**config.mk**
```make
export PLATFORM = sky130hd
export DESIGN_NAME = aes_ram
export DESIGN_NICKNAME = d
export VERILOG_FILES = /design/src/hw/rtl/aes_ram.sv
export SDC_FILE = /design/constraint.sdc
export NUM_CORES = 1
export LEC_CHECK = 0
export CAP_MARGIN = 20
export CORE_MARGIN = 10
export CORE_UTILIZATION = 55
export CTS_CLUSTER_DIAMETER = 30
export DETAILED_ROUTE_END_ITERATION = 10
export DONT_BUFFER_PORTS = 1
export PLACE_DENSITY = 0.74
export SYNTH_ARGS = -nofsm -noshare
export SYNTH_HDL_FRONTEND = slang
export SYNTH_SLANG_ARGS = --single-unit
```
**constraint.sdc**
```tcl
create_clock -name clk_i -period 4.5 [get_ports clk_i]
set_input_delay 0.9 -clock clk_i [delete_from_list [all_inputs] [get_ports clk_i]]
set_output_delay 0.9 -clock clk_i [all_outputs]
set_load 0.02 [all_outputs]
```
**src/hw/rtl/aes_ram.sv**
```systemverilog
// Generic single-port-write, single-port-read RAM with registered read data.
// No dependencies.
`default_nettype none
module aes_ram #(
  parameter int unsigned Width = 32,
  parameter int unsigned Depth = 44
) (
  input  wire logic                     clk_i,
  input  wire logic                     we_i,
  input  wire logic [$clog2(Depth)-1:0] waddr_i,
  input  wire logic [Width-1:0]         wdata_i,
  input  wire logic [$clog2(Depth)-1:0] raddr_i,
  output logic      [Width-1:0]         rdata_o
);
  logic [Width-1:0] mem_q [Depth];

  always_ff @(posedge clk_i) begin
    if (we_i) mem_q[waddr_i] <= wdata_i;
    rdata_o <= mem_q[raddr_i];
  end
endmodule
`default_nettype wire

```
==> results.yml <==
timing:
  fin_setup_tns_ns: 0
  setup_viol: 0
  final_hold_viol_count: 0
  finalCritPeriodShare: 0.676
  fin_crit_ns: 3.04
  relSlewSlack: 0.0530
  skew_ns: 0.0463
  slew_viol_final: 0
  rsz0062_at_grt: "false"
  fmax_mhz: 329
  worstMarginPinSlew_ns: 1.42
synth:
  synthSimpleGateAreaFrac: 0.0114
  yosysSeqAreaShare: 0.787
  yosysWarnings: 0
  syn_avg_cell_area_um2: 21.8
  synthAdderAreaFrac: 0
  syn_nets: 2546
  synth_cell_types: 33
  synth_compound_area_frac: 0.0338
  synth_top_family_by_area: "multiplexers"
  yosys_register_bits: 1440
  synth_area_um2: 54600
  syn_inst: 2500
  synth.area.mux_share: 0.156
  synth_xor_area_frac: 0
layout:
  area.growth.synth_to_final_pct: 18.2
  stdcell_area_um2: 64500
  n_antenna_cell: 0
  fin_nets: 2690
  drive_gt1_frac: 0.284
clock_tree:
  cts_tree: "yes"
  clk_pin_slew_ns: 0.06
  worstSkewPairLatency_ns: 0.81
  numCtsBuffers: 226
  cts.path.max_buffers: 3
  htree_levels: 4
  clock_sinks: 1440
  postCtsSetupBuffers: 0
  root_buffer: "clkbuf_16"
  post_cts_resized: 0
  cts_hold_buf: 0
placed_design:
  io_buffers: 0
  gp_congestion: 0.878
  hpwlAfterDp_um: 76300
  postPlaceCellArea_um2: 56600
drt:
  dr.first_iter.drc_count: 4137
  post_drt_wl_per_cell_um: 34.4
  first_pass_iters: 5
  routed_wl_um: 142000
  drtAntennaViolNets: 0
  drc: 0
  vias_per_cell: 6.72
  via_count: 27800
power_and_ir_drop:
  ir_drop_uv: 358
  leakage_nw: 20.6
  swShare: 0.216
  power_mw: 33.1
  pwr-share-seq: 0.453
  clockPowerShare: 0.522
  power_frac_comb: 0.026
  p_sw_mw: 7.15
  power_density_nw_per_um2: 513
  p_int_mw: 26.0
die:
  ios: 78
  coreArea_um2: 98400
  die_x_um: 335
  rows: 115
  initial_core_util: 0.554
  dieArea_um2: 112000
  die_h_um: 335
worst_setup_path:
  cp.arrival_ns: 3.68
  worstPathRequired_ns: 5.14
  start_kind: "primary input"
  critPathKind: "in -> reg"
  crit_fanout: 416
  endpoint_kind: "register"
global_route:
  grt_overflow: 0
  grt_max_degree: 417
  grt_pass1_wl_um: 204000
  antenna_found_initial: 4
  grt_usage: 0.253
  grt_pass1_vias: 28300
job:
  drv_cap: 0
min_path:
  min_path_type: "in -> reg"
run_status:
  status: "finished, final reports clean"
[worst max-delay path, stage by stage]
cell and delay [ns]:
mux4_2 0.95, a22oi_1 0.42, a21oi_1 0.19, a21oi_1 0.36, o21ai_1 0.22
[power groups by stage]
stage                     clock network (mW)  logic, mW  registers, mW
after detailed placement                   0      0.805           15.2
after global placement                     0      0.793           15.2
final                                   17.3      0.855           15.0
after floorplan                            0      0.721           15.2
after CTS                               17.4      0.828           15.0
after global routing                    18.0      0.873           15.0
[flip-flops by register name (all words and copies together) (netlist names)]
name and flops:
mem_q 1408, rdata_o 32
[stage by stage]
stage	std cells	util	setup WS, ns	hold WS (ns)
after floorplan	2500	-	0.407	0.743
after global placement	3673	0.570	1.40	0.835
after detailed placement	3693	0.575	1.41	0.835
after CTS	4120	0.653	1.99	0.131
after global routing	4130	0.655	1.97	0.162
final	4130	0.655	1.46	0.182
[path summary, 6_finish.rpt]
check / startpoint / depth (start not counted) / slack (ns) / to
setup / recovery: raddr_i[0] / 5 / 1.46 / rdata_o[10]
hold / removal: wdata_i[15] / 0 / 0.18 / mem_q[27][15]
setup reg to reg: mem_q[28][10] / 5 / 2.27 / rdata_o[10]
hold reg to reg: mem_q[25][0] / 4 / 0.85 / rdata_o[0]
[placed cells by master, fill, tap and decap left out, drive strengths merged]
cell	n
edfxtp	1408
mux4	288
clkbuf	259
mux2i	128
a21oi	74
clkinv	73
a22oi	64
mux2	64
nand2	62
buf	60
nor2	54
o21ai	54
inv	46
o22ai	32
a221oi	32
dfxtp	32
clkinvlp	29
o211ai	22
bufinv	21
o31ai	10
nand2b	6
nor2b	6
nand3	5
nor3	5
or2	2
or3	2
and2	1
nor4	1
or3b	1
nand4	1
nand3b	1
[per-layer routing]
layer	wire (µm)	up-vias	global-route usage	part of all wire
li1	-	10900	-	-
met1	51100	14400	0.341	0.36
met2	68700	2130	0.396	0.48
met3	17700	294	0.0705	0.12
met4	4460	2	0.0911	0.031
met5	13	-	0	0.000092
[cell type report]
| class | count | area (µm²) |
|---|---|---|
| Sequential cell | 1440 | 42900 |
| Fill cell | 5890 | 33900 |
| Multi-Input combinational cell | 915 | 11300 |
| Clock buffer | 259 | 5830 |
| Clock inverter | 168 | 1870 |
| Tap cell | 1287 | 1610 |
| Timing Repair Buffer | 60 | 933 |
| Inverter | 1 | 3.75 |
[logic make-up after synthesis]
group                  count (synthesis)
buffers and inverters                145
AOI/OAI and AO/OA                    288
muxes                                480
and+or+nand+nor                      147
DFF                                 1440
[Yosys cell counts, drive strengths merged]
cell type | count | area [µm²]
nor2 | 54 | 203
mux2i | 128 | 1280
a21oi | 74 | 370
or3 | 2 | 12.5
a221oi | 32 | 280
o22ai | 32 | 200
edfxtp | 1408 | 42300
inv | 1 | 3.75
and2 | 1 | 6.26
nand4 | 1 | 6.26
mux2 | 64 | 721
a22oi | 64 | 480
or3b | 1 | 8.76
clkbuf | 74 | 278
nand2 | 62 | 233
mux4 | 288 | 6490
nand3b | 1 | 7.51
nand3 | 5 | 25.0
nor4 | 1 | 6.26
dfxtp | 32 | 641
o211ai | 22 | 165
or2 | 2 | 12.5
nor3 | 5 | 25.0
o21ai | 54 | 270
buf | 70 | 413
nor2b | 6 | 37.5
nand2b | 6 | 37.5
o31ai | 10 | 75.1
(Power assumes the default switching activity.)
